[src/rtl/core/plcm_pkg.sv]
// Package for the piecewise-linear color map.
// Holds the breakpoint entry type, command and status codes, and the divider port types.
// No dependencies.
package plcm_pkg;

	localparam int CHANNELS   = 3;
	localparam int VALUE_W    = 16;
	localparam int CHAN_W     = 8;
	localparam int CHAN_IDX_W = 2;
	localparam int OFF_W      = 16;
	localparam int PROD_W     = CHAN_W + OFF_W;
	localparam int DIVIDEND_W = PROD_W + 2;
	localparam int DIVISOR_W  = OFF_W + 1;
	localparam int QUOT_W     = CHAN_W;
	localparam int STEP_W     = 3;

	localparam logic CMD_ADD    = 1'b0;
	localparam logic CMD_LOOKUP = 1'b1;

	localparam logic [1:0] ST_OK    = 2'd0;
	localparam logic [1:0] ST_FULL  = 2'd1;
	localparam logic [1:0] ST_EMPTY = 2'd2;

	typedef logic [CHANNELS-1:0][CHAN_W-1:0] color_t;

	typedef struct packed {
		logic signed [VALUE_W-1:0] value;
		color_t                    color;
	} bp_entry_t;

	typedef struct packed {
		logic                  start;
		logic [DIVIDEND_W-1:0] dividend;
		logic [DIVISOR_W-1:0]  divisor;
	} div_req_t;

	typedef struct packed {
		logic              done;
		logic [QUOT_W-1:0] quot;
	} div_rsp_t;

endpackage

[src/rtl/core/plcm_in_if.sv]
// Input channel of the color map: one command word per handshake.
// Depends on nothing.
interface plcm_in_if;
	logic               valid;
	logic               ready;
	logic               command;
	logic signed [15:0] value;
	logic [7:0]         red_in;
	logic [7:0]         green_in;
	logic [7:0]         blue_in;

	modport source (output valid, command, value, red_in, green_in, blue_in, input ready);
	modport sink   (input valid, command, value, red_in, green_in, blue_in, output ready);
endinterface

[src/rtl/core/plcm_out_if.sv]
// Output channel of the color map: one result word per handshake.
// Depends on nothing.
interface plcm_out_if;
	logic       valid;
	logic       ready;
	logic [7:0] red_out;
	logic [7:0] green_out;
	logic [7:0] blue_out;
	logic [1:0] status;

	modport source (output valid, red_out, green_out, blue_out, status, input ready);
	modport sink   (input valid, red_out, green_out, blue_out, status, output ready);
endinterface

[src/rtl/core/piecewise_linear_color_map.sv]
// Piecewise-linear color map. One word in process; ready is high only when idle.
// Add: an empty or full table goes straight to the output, else entries shift up one by one.
// Lookup: an empty table goes straight to the output, else it clamps at the end entries or
// scans one entry at a time, then interpolates 3 channels in turn with the 8-step divider.
// The result then waits in an output register; the next word is taken meanwhile.
// Reset clears the point count and control; the table holds garbage until written.
module piecewise_linear_color_map #(
	parameter int MAX_POINTS = 16
) (
	input logic         clk,
	input logic         arst_n,
	plcm_in_if.sink     req,
	plcm_out_if.source  rsp
);

	localparam int CW = $clog2(MAX_POINTS + 1);
	localparam int IW = $clog2(MAX_POINTS);

	typedef enum logic [3:0] {
		S_IDLE,
		S_ADD_CMP,
		S_ADD_PUT,
		S_LK_FIRST,
		S_LK_LAST,
		S_LK_SCAN,
		S_IP_MUL,
		S_IP_DIV,
		S_FINISH
	} state_t;

	state_t                                  state_q;
	logic [CW-1:0]                           cnt_q;
	logic [IW-1:0]                           k_q;
	logic signed [plcm_pkg::VALUE_W-1:0]     val_q;
	plcm_pkg::color_t                        cin_q;
	plcm_pkg::bp_entry_t                     prev_q;
	plcm_pkg::bp_entry_t                     next_q;
	logic [plcm_pkg::OFF_W-1:0]              off_q;
	logic [plcm_pkg::OFF_W-1:0]              span_q;
	logic [plcm_pkg::CHAN_IDX_W-1:0]         ch_q;
	logic                                    neg_q;
	plcm_pkg::color_t                        color_q;
	logic [1:0]                              status_q;
	logic                                    out_valid_q;
	plcm_pkg::color_t                        out_color_q;
	logic [1:0]                              out_status_q;

	logic                                    accept;
	logic [CW-1:0]                           cnt_m1;
	logic [IW-1:0]                           last_idx;
	logic                                    full;
	logic                                    empty;
	logic                                    mem_rd_en;
	logic [IW-1:0]                           mem_rd_addr;
	plcm_pkg::bp_entry_t                     mem_rd_data;
	logic                                    mem_wr_en;
	logic [IW-1:0]                           mem_wr_addr;
	plcm_pkg::bp_entry_t                     mem_wr_data;
	plcm_pkg::bp_entry_t                     new_entry;
	plcm_pkg::bp_entry_t                     req_entry;
	plcm_pkg::div_req_t                      div_req;
	plcm_pkg::div_rsp_t                      div_rsp;
	logic                                    rd_gt_val;
	logic                                    val_le_rd;
	logic                                    val_ge_rd;
	logic                                    val_lt_rd;
	logic signed [plcm_pkg::VALUE_W:0]       off_w;
	logic signed [plcm_pkg::VALUE_W:0]       span_w;
	logic [plcm_pkg::CHAN_W-1:0]             c0;
	logic [plcm_pkg::CHAN_W-1:0]             c1;
	logic                                    neg_w;
	logic [plcm_pkg::CHAN_W-1:0]             mag_w;
	logic [plcm_pkg::PROD_W-1:0]             prod_w;
	logic [plcm_pkg::CHAN_W-1:0]             chan_res;

	assign accept   = req.valid && req.ready;
	assign cnt_m1   = cnt_q - CW'(1);
	assign last_idx = cnt_m1[IW-1:0];
	assign full     = (cnt_q == CW'(MAX_POINTS));
	assign empty    = (cnt_q == '0);

	assign req_entry.value    = req.value;
	assign req_entry.color[0] = req.red_in;
	assign req_entry.color[1] = req.green_in;
	assign req_entry.color[2] = req.blue_in;
	assign new_entry.value    = val_q;
	assign new_entry.color    = cin_q;

	// Compare the word just read against the held value
	assign rd_gt_val = ($signed(mem_rd_data.value) > val_q);
	assign val_le_rd = (val_q <= $signed(mem_rd_data.value));
	assign val_ge_rd = (val_q >= $signed(mem_rd_data.value));
	assign val_lt_rd = (val_q < $signed(mem_rd_data.value));

	// Segment offset and span against the lower breakpoint
	assign off_w  = {val_q[plcm_pkg::VALUE_W-1], val_q}
		- {prev_q.value[plcm_pkg::VALUE_W-1], prev_q.value};
	assign span_w = {mem_rd_data.value[plcm_pkg::VALUE_W-1], mem_rd_data.value}
		- {prev_q.value[plcm_pkg::VALUE_W-1], prev_q.value};

	// Shared channel arithmetic: |c1-c0| * offset, then c0 +/- quotient
	assign c0     = prev_q.color[ch_q];
	assign c1     = next_q.color[ch_q];
	assign neg_w  = (c1 < c0);
	assign mag_w  = neg_w ? (c0 - c1) : (c1 - c0);
	assign prod_w = {{plcm_pkg::OFF_W{1'b0}}, mag_w} * {{plcm_pkg::CHAN_W{1'b0}}, off_q};
	assign chan_res = neg_q ? (c0 - div_rsp.quot) : (c0 + div_rsp.quot);

	// Drive the table ports and the divider request from the sequencer state
	always_comb begin
		mem_rd_en        = 1'b0;
		mem_rd_addr      = '0;
		mem_wr_en        = 1'b0;
		mem_wr_addr      = k_q;
		mem_wr_data      = new_entry;
		div_req.start    = 1'b0;
		div_req.dividend = {1'b0, prod_w, 1'b0}
			+ {{(plcm_pkg::DIVIDEND_W-plcm_pkg::OFF_W){1'b0}}, span_q};
		div_req.divisor  = {span_q, 1'b0};
		unique case (state_q)
			S_IDLE: begin
				if (accept) begin
					if (req.command == plcm_pkg::CMD_ADD) begin
						if (!full && empty) begin
							mem_wr_en   = 1'b1;
							mem_wr_addr = '0;
							mem_wr_data = req_entry;
						end else if (!full) begin
							mem_rd_en   = 1'b1;
							mem_rd_addr = last_idx;
						end
					end else if (!empty) begin
						mem_rd_en   = 1'b1;
						mem_rd_addr = '0;
					end
				end
			end
			S_ADD_CMP: begin
				mem_wr_en = 1'b1;
				if (rd_gt_val) begin
					mem_wr_data = mem_rd_data;
					if (k_q != IW'(1)) begin
						mem_rd_en   = 1'b1;
						mem_rd_addr = k_q - IW'(2);
					end
				end
			end
			S_ADD_PUT: begin
				mem_wr_en = 1'b1;
			end
			S_LK_FIRST: begin
				if (!val_le_rd) begin
					mem_rd_en   = 1'b1;
					mem_rd_addr = last_idx;
				end
			end
			S_LK_LAST: begin
				if (!val_ge_rd) begin
					mem_rd_en   = 1'b1;
					mem_rd_addr = IW'(1);
				end
			end
			S_LK_SCAN: begin
				if (!val_lt_rd) begin
					mem_rd_en   = 1'b1;
					mem_rd_addr = k_q + IW'(1);
				end
			end
			S_IP_MUL: begin
				div_req.start = 1'b1;
			end
			default: begin
			end
		endcase
	end

	// Sequencer: state, held operands and the output register
	always_ff @(posedge clk or negedge arst_n) begin
		if (!arst_n) begin
			state_q     <= S_IDLE;
			cnt_q       <= '0;
			out_valid_q <= 1'b0;
		end else begin
			// drop the output word once taken, unless a new one replaces it
			if (out_valid_q && rsp.ready && state_q != S_FINISH) begin
				out_valid_q <= 1'b0;
			end
			unique case (state_q)
				S_IDLE: begin
					if (accept) begin
						val_q    <= req.value;
						cin_q    <= req_entry.color;
						color_q  <= '0;
						status_q <= plcm_pkg::ST_OK;
						k_q      <= cnt_q[IW-1:0];
						if (req.command == plcm_pkg::CMD_ADD) begin
							if (full) begin
								status_q <= plcm_pkg::ST_FULL;
								state_q  <= S_FINISH;
							end else if (empty) begin
								cnt_q   <= cnt_q + CW'(1);
								state_q <= S_FINISH;
							end else begin
								state_q <= S_ADD_CMP;
							end
						end else if (empty) begin
							status_q <= plcm_pkg::ST_EMPTY;
							state_q  <= S_FINISH;
						end else begin
							state_q <= S_LK_FIRST;
						end
					end
				end
				S_ADD_CMP: begin
					if (rd_gt_val) begin
						k_q <= k_q - IW'(1);
						if (k_q == IW'(1)) begin
							state_q <= S_ADD_PUT;
						end
					end else begin
						cnt_q   <= cnt_q + CW'(1);
						state_q <= S_FINISH;
					end
				end
				S_ADD_PUT: begin
					cnt_q   <= cnt_q + CW'(1);
					state_q <= S_FINISH;
				end
				S_LK_FIRST: begin
					if (val_le_rd) begin
						color_q <= mem_rd_data.color;
						state_q <= S_FINISH;
					end else begin
						prev_q  <= mem_rd_data;
						state_q <= S_LK_LAST;
					end
				end
				S_LK_LAST: begin
					if (val_ge_rd) begin
						color_q <= mem_rd_data.color;
						state_q <= S_FINISH;
					end else begin
						k_q     <= IW'(1);
						state_q <= S_LK_SCAN;
					end
				end
				S_LK_SCAN: begin
					if (val_lt_rd) begin
						next_q  <= mem_rd_data;
						off_q   <= off_w[plcm_pkg::OFF_W-1:0];
						span_q  <= span_w[plcm_pkg::OFF_W-1:0];
						ch_q    <= '0;
						state_q <= S_IP_MUL;
					end else begin
						prev_q <= mem_rd_data;
						k_q    <= k_q + IW'(1);
					end
				end
				S_IP_MUL: begin
					neg_q   <= neg_w;
					state_q <= S_IP_DIV;
				end
				S_IP_DIV: begin
					if (div_rsp.done) begin
						color_q[ch_q] <= chan_res;
						if (ch_q == plcm_pkg::CHAN_IDX_W'(plcm_pkg::CHANNELS - 1)) begin
							state_q <= S_FINISH;
						end else begin
							ch_q    <= ch_q + plcm_pkg::CHAN_IDX_W'(1);
							state_q <= S_IP_MUL;
						end
					end
				end
				S_FINISH: begin
					// hold until the output register is free
					if (!out_valid_q || rsp.ready) begin
						out_valid_q  <= 1'b1;
						out_color_q  <= color_q;
						out_status_q <= status_q;
						state_q      <= S_IDLE;
					end
				end
				default: begin
					state_q <= S_IDLE;
				end
			endcase
		end
	end

	plcm_table #(
		.DEPTH (MAX_POINTS),
		.IW    (IW)
	) u_table (
		.clk     (clk),
		.rd_en   (mem_rd_en),
		.rd_addr (mem_rd_addr),
		.rd_data (mem_rd_data),
		.wr_en   (mem_wr_en),
		.wr_addr (mem_wr_addr),
		.wr_data (mem_wr_data)
	);

	plcm_div u_div (
		.clk    (clk),
		.arst_n (arst_n),
		.ctl    (div_req),
		.res    (div_rsp)
	);

	assign req.ready     = (state_q == S_IDLE);
	assign rsp.valid     = out_valid_q;
	assign rsp.red_out   = out_color_q[0];
	assign rsp.green_out = out_color_q[1];
	assign rsp.blue_out  = out_color_q[2];
	assign rsp.status    = out_status_q;

endmodule

[src/rtl/core/plcm_table.sv]
// Breakpoint memory: one write port and one read port with registered read data.
// Depends on plcm_pkg.
module plcm_table #(
	parameter int DEPTH = 16,
	parameter int IW    = 4
) (
	input  logic                clk,
	input  logic                rd_en,
	input  logic [IW-1:0]       rd_addr,
	output plcm_pkg::bp_entry_t rd_data,
	input  logic                wr_en,
	input  logic [IW-1:0]       wr_addr,
	input  plcm_pkg::bp_entry_t wr_data
);

	plcm_pkg::bp_entry_t mem [DEPTH];

	// Write one entry, read one entry
	always_ff @(posedge clk) begin
		if (wr_en) begin
			mem[wr_addr] <= wr_data;
		end
		if (rd_en) begin
			rd_data <= mem[rd_addr];
		end
	end

endmodule

[src/rtl/core/plcm_div.sv]
// Restoring divider, one quotient bit per cycle, for the interpolation rounding.
// Depends on plcm_pkg.
module plcm_div (
	input  logic               clk,
	input  logic               arst_n,
	input  plcm_pkg::div_req_t ctl,
	output plcm_pkg::div_rsp_t res
);

	logic                            busy_q;
	logic                            done_q;
	logic [plcm_pkg::STEP_W-1:0]     step_q;
	logic [plcm_pkg::DIVIDEND_W-1:0] rem_q;
	logic [plcm_pkg::DIVIDEND_W-1:0] dsh_q;
	logic [plcm_pkg::QUOT_W-1:0]     quot_q;
	logic                            fits;

	assign fits = (rem_q >= dsh_q);

	// Sequence the steps
	always_ff @(posedge clk or negedge arst_n) begin
		if (!arst_n) begin
			busy_q <= 1'b0;
			done_q <= 1'b0;
			step_q <= '0;
		end else begin
			done_q <= 1'b0;
			if (ctl.start) begin
				busy_q <= 1'b1;
				step_q <= plcm_pkg::STEP_W'(plcm_pkg::QUOT_W - 1);
			end else if (busy_q) begin
				if (step_q == '0) begin
					busy_q <= 1'b0;
					done_q <= 1'b1;
				end else begin
					step_q <= step_q - plcm_pkg::STEP_W'(1);
				end
			end
		end
	end

	// Subtract the shifted divisor where it fits, shift in one quotient bit
	always_ff @(posedge clk) begin
		if (ctl.start) begin
			rem_q  <= ctl.dividend;
			dsh_q  <= {2'b00, ctl.divisor, {(plcm_pkg::QUOT_W-1){1'b0}}};
			quot_q <= '0;
		end else if (busy_q) begin
			if (fits) begin
				rem_q <= rem_q - dsh_q;
			end
			quot_q <= {quot_q[plcm_pkg::QUOT_W-2:0], fits};
			dsh_q  <= dsh_q >> 1;
		end
	end

	assign res.done = done_q;
	assign res.quot = quot_q;

endmodule
[src/flat_wrapper.sv]
// flat-port wrapper written by rule: the top's interface ports become plain ports
module piecewise_linear_color_map_flat 
#(
	parameter int MAX_POINTS = 16
)
  (clk, arst_n, req_valid, req_command, req_value, req_red_in, req_green_in, req_blue_in, req_ready, rsp_valid, rsp_red_out, rsp_green_out, rsp_blue_out, rsp_status, rsp_ready);
  plcm_in_if req_i ();
  plcm_out_if rsp_i ();
  input logic clk;
  input logic arst_n;
  input wire logic [$bits(req_i.valid)-1:0] req_valid;
  input wire logic [$bits(req_i.command)-1:0] req_command;
  input wire logic [$bits(req_i.value)-1:0] req_value;
  input wire logic [$bits(req_i.red_in)-1:0] req_red_in;
  input wire logic [$bits(req_i.green_in)-1:0] req_green_in;
  input wire logic [$bits(req_i.blue_in)-1:0] req_blue_in;
  output wire logic [$bits(req_i.ready)-1:0] req_ready;
  output wire logic [$bits(rsp_i.valid)-1:0] rsp_valid;
  output wire logic [$bits(rsp_i.red_out)-1:0] rsp_red_out;
  output wire logic [$bits(rsp_i.green_out)-1:0] rsp_green_out;
  output wire logic [$bits(rsp_i.blue_out)-1:0] rsp_blue_out;
  output wire logic [$bits(rsp_i.status)-1:0] rsp_status;
  input wire logic [$bits(rsp_i.ready)-1:0] rsp_ready;
  assign req_i.valid = req_valid;
  assign req_i.command = req_command;
  assign req_i.value = req_value;
  assign req_i.red_in = req_red_in;
  assign req_i.green_in = req_green_in;
  assign req_i.blue_in = req_blue_in;
  assign req_ready = req_i.ready;
  assign rsp_valid = rsp_i.valid;
  assign rsp_red_out = rsp_i.red_out;
  assign rsp_green_out = rsp_i.green_out;
  assign rsp_blue_out = rsp_i.blue_out;
  assign rsp_status = rsp_i.status;
  assign rsp_i.ready = rsp_ready;
  piecewise_linear_color_map #(.MAX_POINTS(MAX_POINTS)) u_core (.clk(clk), .arst_n(arst_n), .req(req_i), .rsp(rsp_i));
endmodule
[config.mk]
export PLATFORM = sky130hd
export DESIGN_NAME = piecewise_linear_color_map_flat
export DESIGN_NICKNAME = d
export VERILOG_FILES = /design/src/rtl/core/plcm_pkg.sv /design/src/rtl/core/plcm_in_if.sv /design/src/rtl/core/plcm_out_if.sv /design/src/rtl/core/piecewise_linear_color_map.sv /design/src/rtl/core/plcm_table.sv /design/src/rtl/core/plcm_div.sv /design/src/flat_wrapper.sv
export SDC_FILE = /design/constraint.sdc
export NUM_CORES = 2
export LEC_CHECK = 0
export BUFFER_PORTS_ARGS = -buffer_cell sky130_fd_sc_hd__buf_2
export CELL_PAD_IN_SITES_DETAIL_PLACEMENT = 0
export CELL_PAD_IN_SITES_GLOBAL_PLACEMENT = 1
export CORE_ASPECT_RATIO = 0.7
export CORE_MARGIN = 3
export CORE_UTILIZATION = 46
export CTS_BUF_LIST = sky130_fd_sc_hd__clkbuf_4 sky130_fd_sc_hd__clkbuf_8
export CTS_CLUSTER_DIAMETER = 30
export CTS_CLUSTER_SIZE = 12
export DETAILED_ROUTE_END_ITERATION = 10
export GPL_TIMING_DRIVEN = 0
export PLACE_DENSITY = 0.75
export SYNTH_ARGS = -nofsm -noshare
export SYNTH_HDL_FRONTEND = slang
export SYNTH_SLANG_ARGS = --single-unit
[constraint.sdc]
create_clock -name clk -period 10.7 [get_ports clk]
set_input_delay 3.21 -clock clk [delete_from_list [all_inputs] [get_ports clk]]
set_output_delay 3.21 -clock clk [all_outputs]
set_load 0.01 [all_outputs]
======== After elaboration in Yosys (flattened, before gate mapping) ========
Memories as Yosys holds them, arrays and structs flattened. A register that Yosys moved wholly into a read port is not among the register bits.
Index checks and enable logic that the tools add are counted.
word-level totals
  flip-flop bits (word level) ............. 268
  memory bits (writable) .................. 640
  input port bits ......................... 45
  output and inout bits ................... 28
  word-level logic and storage cells ...... 223
  memories kept ........................... 1
cells by class
  add/subtract/negate cells ............... 15
  multipliers ............................. 1
  order comparisons ....................... 8
  equality and inequality tests ........... 30
  multiplexer cells ....................... 103
  reductions and logical operators ........ 31
memories
  memory              words  bits a word  rd ports  clocked after memory_dff  wr ports  line              RTL
  u_core.u_table.mem  16     40           1         1                         1         plcm_table.sv:16  plcm_pkg::bp_entry_t mem [DEPTH];
operator list
  operator                                                               number
  40-bit two-way mux                                                     6
  40-bit case mux with 2 select lines                                    2
  24-bit two-way mux                                                     6
  4-bit two-way mux                                                      29
  24-bit case mux with 4 select lines                                    1
  26-bit two-way mux                                                     3
  8-bit two-way mux                                                      5
  4-bit case mux with 9 select lines                                     1
  8-bit binary-select mux with 2-bit select                              2
  16-bit subtractor                                                      2
  1-bit two-way mux                                                      27
  25-bit by 16-bit adder with 26-bit output                              1
  26-bit by 24-bit greater-or-equal comparator with 1-bit output         1
  26-bit by 24-bit subtractor with 26-bit output                         1
  5-bit two-way mux                                                      5
  24-bit bitwise mux                                                     1
  8-bit by 16-bit multiplier with 24-bit output                          1
  8-bit subtractor                                                       3
  2-bit inequality test, second input constant                           10
  4-bit case mux with 5 select lines                                     1
  6-bit AND reduction                                                    3
  8-bit demux with 2-bit select                                          1
  4-bit by 3-bit equality test with 1-bit output, second input constant  4
  16-bit greater-or-equal comparator                                     1
  other kinds (43)                                                       71

======== Logic depth before layout (Yosys ltp) ========
  word-level depth ........................ 9
  gate-level depth with buffers ........... 45

======== Cells and area by module ========
Synthesis repeated with hierarchy kept, for this count alone.
unflattened totals
  cell total of the unflattened synthesis .. 3142
  area, all modules ....................... 46236.8 um^2
modules (own cells, without submodules)
  module                      times used  cells an instance  area each (um^2)  seq. area each (um^2)
  plcm_table                  1           1040               25532.0           20419.6
  piecewise_linear_color_map  1           1645               16681.0           6105.9
  plcm_div                    1           457                4023.9            1716.6

======== Least setup slack after synthesis ========
Ideal clock, no wire load.
  path kind ............................... flip-flop to flip-flop
  start ................................... register u_core.ch_q[1] (netlist name)
  end ..................................... register u_core.u_div.rem_q[24] (netlist name), data pin
  library setup time ...................... 0.269 ns
  data arrival time ....................... 8.939 ns
  setup slack ............................. 1.492 ns
  cell stages (with the launch flop) ...... 44
  path buffers ............................ 4
  period minus slack after synthesis ...... 9.208 ns
  cells stage by stage .................... edfxtp_1 clkbuf_1 clkbuf_1 mux2i_1 nor2_1 a21oi_1 inv_1 ha_1 inv_1 fa_1 a21o_1 a21o_1 a21oi_1 o21a_1 nand2b_1 buf_2 mux2_2 a21oi_1 [8 not listed] fa_1 inv_1 fa_1 inv_1 ha_1 nand4b_1 nand3b_1 o22a_1 xor2_1 ha_1 or3_1 a211o_1 a41oi_1 o21ai_0 nand2b_1 nor2_1 xor2_1 mux2i_1
between the ends
  cells in the longest elaborated chain, start to end .. 7
  elaborated cells on any way between the ends .. 11
ends and longest elaborated chain
  what                                                          line                                                                  RTL
  start: declaration                                            piecewise_linear_color_map.sv:40                                      logic [plcm_pkg::CHAN_IDX_W-1:0] ch_q;
  start signal: assignment                                      piecewise_linear_color_map.sv:269                                     ch_q <= ch_q + plcm_pkg::CHAN_IDX_W'(1);
  8-bit binary-select mux with 2-bit select (on tied branches)  piecewise_linear_color_map.sv:103, piecewise_linear_color_map.sv:102
  8-bit two-way mux (on tied branches)                          piecewise_linear_color_map.sv:103, piecewise_linear_color_map.sv:102
  8-bit less-than comparator (*)                                piecewise_linear_color_map.sv:104                                     assign neg_w = (c1 < c0);
  via u_core.neg_w                                              piecewise_linear_color_map.sv:71                                      logic neg_w;
  8-bit two-way mux (*)                                         piecewise_linear_color_map.sv:105                                     assign mag_w = neg_w ? (c0 - c1) : (c1 - c0);
  8-bit by 16-bit multiplier with 24-bit output (*)             piecewise_linear_color_map.sv:106                                     assign prod_w = {{plcm_pkg::OFF_W{1'b0}}, mag_w} * {{plcm_pkg::CHAN_W{1'b0}}, off_q};
  25-bit by 16-bit adder with 26-bit output (*)                 piecewise_linear_color_map.sv:118                                     + {{(plcm_pkg::DIVIDEND_W-plcm_pkg::OFF_W){1'b0}}, span_q};
  26-bit two-way mux (*)                                        plcm_div.sv:44                                                        if (ctl.start) begin
  end signal: assignment                                        plcm_div.sv:45                                                        rem_q <= ctl.dividend;
  end signal: assignment                                        plcm_div.sv:50                                                        rem_q <= rem_q - dsh_q;
  end: declaration                                              plcm_div.sv:13                                                        logic [plcm_pkg::DIVIDEND_W-1:0] rem_q;
Mark *: on every way through the listed nets, which the timed path passes. The rest lies on a longest branch. The select of a mux whose other input is x is not followed.
A chain may end at the register's enable or synchronous reset.

======== Worst setup path after layout ========
  start ................................... register u_core.ch_q[1] (netlist name)
  end ..................................... register u_core.u_div.rem_q[22] (netlist name), data pin
Same word-level chain as after synthesis.

==> impl_metrics.ini <==
[status]
outcome = completed

[logic_synthesis]
synth.lib_cells_used.distinct = 77
yosys_warnings = 0
synth_top_area_cell = sky130_fd_sc_hd__edfxtp_1
synth-seq-area-share = 0.612
post_synth_main_area_contributors = sky130_fd_sc_hd__edfxtp_1, sky130_fd_sc_hd__nor2_1, sky130_fd_sc_hd__ha_1, sky130_fd_sc_hd__fa_1, sky130_fd_sc_hd__nand2_1
post_synth_top_cells = sky130_fd_sc_hd__edfxtp_1, sky130_fd_sc_hd__nor2_1, sky130_fd_sc_hd__nand2_1
postSynthNetCount = 4246
syn_area_per_cell_um2 = 11.7
synth_ff_type = sky130_fd_sc_hd__edfxtp_1
synthArstFlopShare = 0.0158
most_used_standard_cell_by_instance_count_after_synthesis = sky130_fd_sc_hd__edfxtp_1
postSynthCellCount = 3943
yosys.area.top_type_share = 0.597
edff_count_synth = 917
synth_seq_cells = 948
post_synth_instance_area_mm2 = 0.0461

[sta]
tightest_slew_ns = 1.28
skew_ns = 0.0655
period_minus_slack_ns = 9.96
timing.slew.headroom = 0.136
clock.fmax_mhz = 100
finalSetupViolations = 0
timing.final.crit_share = 0.931
slew_violations = 0
fin_worst_hold_slack_ns = 0.431
hold_viol = 0

[clock_network]
holdBufCountCts = 0
cts.root.buffer_cell = sky130_fd_sc_hd__clkbuf_8
clkTransAtPathRegs_ns = 0.06
cts_htree_levels = 4
tritoncts = built
cts_made_buffers = 158
cts_max_path_buffers = 3
clock_sinks = 948
clock_latency_ns = 0.88

[setup_path]
setup.reg_to_reg.worst_slack_ns = 0.74
timing.critical_path.required_ns = 11.23
timing.critical_path.from_type = register
timing.critical_path.from = u_core.ch_q[1]
endpoint_kind = register
critPathMaxFanout = 10
r2r_start = u_core.ch_q[1]
cp_slowest_cell = sky130_fd_sc_hd__fa_1
worst-setup-path-type = reg -> reg
cp.arrival_ns = 10.49
cpPeakStageDelay_ns = 0.54

[final_layout]
share_of_cells_above_drive_strength_1 = 0.131
area_delta_synth_final_pct = 14.6
total_nets_final = 4514

[worst_hold_path]
hold_path_class = reg -> reg
min_from = u_core.status_q[0]

[route]
detail_route.iter0.violations = 3744
wire_length_on_met3_um = 11800
first_pass_iters = 10
antenna_violating_nets_post_route = 0
avgViaCountPerCell = 5.51
route.top_layer_used = met4
num_vias = 31200
remaining_drc_errors = 0
routed_wirelength_um = 128000
avgRoutedWirePerCell_um = 22.5
m1WireLength_um = 60900
dr_wl_met2_um = 51800

[power_and_ir_drop]
power.density_mw_per_mm2 = 285
leakage_nw = 19.7
power_switching_share = 0.396
comb_power_share = 0.392
net-switching-power_mw = 5.96
irDropWorstVdd_uv = 188
p_int_mw = 9.09
total_power_mw = 15.1
p_clk_frac = 0.249
power.share.sequential = 0.359

[die]
core_area_mm2 = 0.0987
io_pins = 73
total_number_of_placement_rows = 96
die_span_x_um = 384
floorplan.die_area_mm2 = 0.104
chipHeight_um = 271
start_util = 0.467

[placement]
hpwlAfterDp_um = 91800
placement.io_buffers = 72
gpl.final_weighted_congestion = 0.861

[global_route]
grt_antenna_before_repair = 2
maximum_number_of_pins_on_one_net_before_global_route_repair = 33
global_route.overflow_total = 0
groute.usage.overall = 0.245
vias_in_the_first_global_route = 30100
grt_first_pass_wirelength_um = 191000

[job]
cap_viol_max_count = 0
[layout by cell type (no fill, tap or decap), types with 62 or more instances in the layout]
cell type | synthesis | layout
sky130_fd_sc_hd__inv_1 | 257 | 257
sky130_fd_sc_hd__a21oi_1 | 147 | 146
sky130_fd_sc_hd__o21ai_0 | 131 | 129
sky130_fd_sc_hd__edfxtp_1 | 917 | 917
sky130_fd_sc_hd__clkbuf_8 | 0 | 160
sky130_fd_sc_hd__ha_1 | 167 | 167
sky130_fd_sc_hd__nand3_1 | 107 | 107
sky130_fd_sc_hd__buf_2 | 74 | 146
sky130_fd_sc_hd__mux2i_1 | 62 | 62
sky130_fd_sc_hd__xnor2_1 | 80 | 76
sky130_fd_sc_hd__fa_1 | 91 | 91
sky130_fd_sc_hd__o22ai_1 | 82 | 82
sky130_fd_sc_hd__nor2b_1 | 63 | 62
sky130_fd_sc_hd__and2_1 | 73 | 73
sky130_fd_sc_hd__nand2_1 | 310 | 309
sky130_fd_sc_hd__nor2_1 | 828 | 811
sky130_fd_sc_hd__clkbuf_1 | 74 | 64
[registers in the layout, summed over array words and instances (netlist names), 24 cells and up]
register	flops
u_core.color_q	24
u_core.u_table.rd_data	40
u_core.cin_q	24
u_core.u_div.rem_q	26
u_core.next_q	24
u_core.u_div.dsh_q	24
u_core.prev_q	40
u_core.u_table.mem	640
[metrics by stage]
step	TNS [ns]	worst slack (ns)	area [um^2]	cells	util
after global placement	-2.21	-0.367	48100	5338	0.487
after floorplan	0	1.49	46100	3943	-
after global routing	-0.0260	-0.0165	52800	5665	0.535
after detailed placement	-1.92	-0.347	49000	5371	0.497
final	0	0.741	52800	5666	0.535
after CTS	0	0.0606	52700	5660	0.534
[cell type report]
type	count	area, um^2
plain buffers	167	801
multi-input cells	2568	16300
repair buffers	110	1150
fillers	8545	45900
inverters	258	968
clock inverters	118	1400
well taps	1323	1660
flip-flops and latches	948	28200
clock buffers	172	2290
diodes	2	5.00
[timing repair]
item,in CTS,in global routing
pin swaps,0,1
buffers inserted,0,5
setup endpoints to repair,11,14
gates resized for setup,8,21
[cell families after synthesis]
family / Yosys count / synth area share
muxes: 66 / 0.0144
and+or+nand+nor: 1549 / 0.149
AOI/OAI and AO/OA: 585 / 0.0803
buffers and inverters: 427 / 0.0382
adders and majority gates: 258 / 0.0848
xor gates and xnor gates: 110 / 0.0209
DFF: 948 / 0.612
[path summary, 6_finish.rpt]
check / endpoint / cells past startpoint
max: u_core.u_div.rem_q[22] / 43
min in group asynchronous: u_core.u_div.step_q[1] / 1
min: u_core.rsp.status[0] / 0
min reg2reg: u_core.rsp.status[0] / 0
max in group asynchronous: u_core.state_q[0] / 1
max reg2reg: u_core.u_div.rem_q[22] / 43
[critical path: cells and delay by family (launching register included)]
kind / cells / cell delay (ns)
flops: 1 / 0.40
simple gates: 9 / 1.49
fa+ha+maj: 8 / 3.21
xor+xnor: 3 / 0.44
buf+inv: 10 / 1.53
compound gates: 13 / 2.55
[power by group through the flow]
stage	combinational (mW)	clock, mW	sequential, mW
2_1_floorplan	3.96	0	5.33
4_1_cts	5.86	3.80	5.41
3_3_place_gp	5.66	0	5.52
3_5_place_dp	5.82	0	5.48
5_1_grt	6.52	3.97	5.44
6_report	5.91	3.74	5.40
[per-layer routing]
| metal | up-vias | GRT usage |
|---|---|---|
| met5 | - | 0 |
| met4 | 0 | 0.0799 |
| met3 | 168 | 0.0491 |
| met2 | 1292 | 0.336 |
| met1 | 15300 | 0.387 |
| li1 | 14500 | - |
Note: power is estimated with default switching activity, not from simulation.
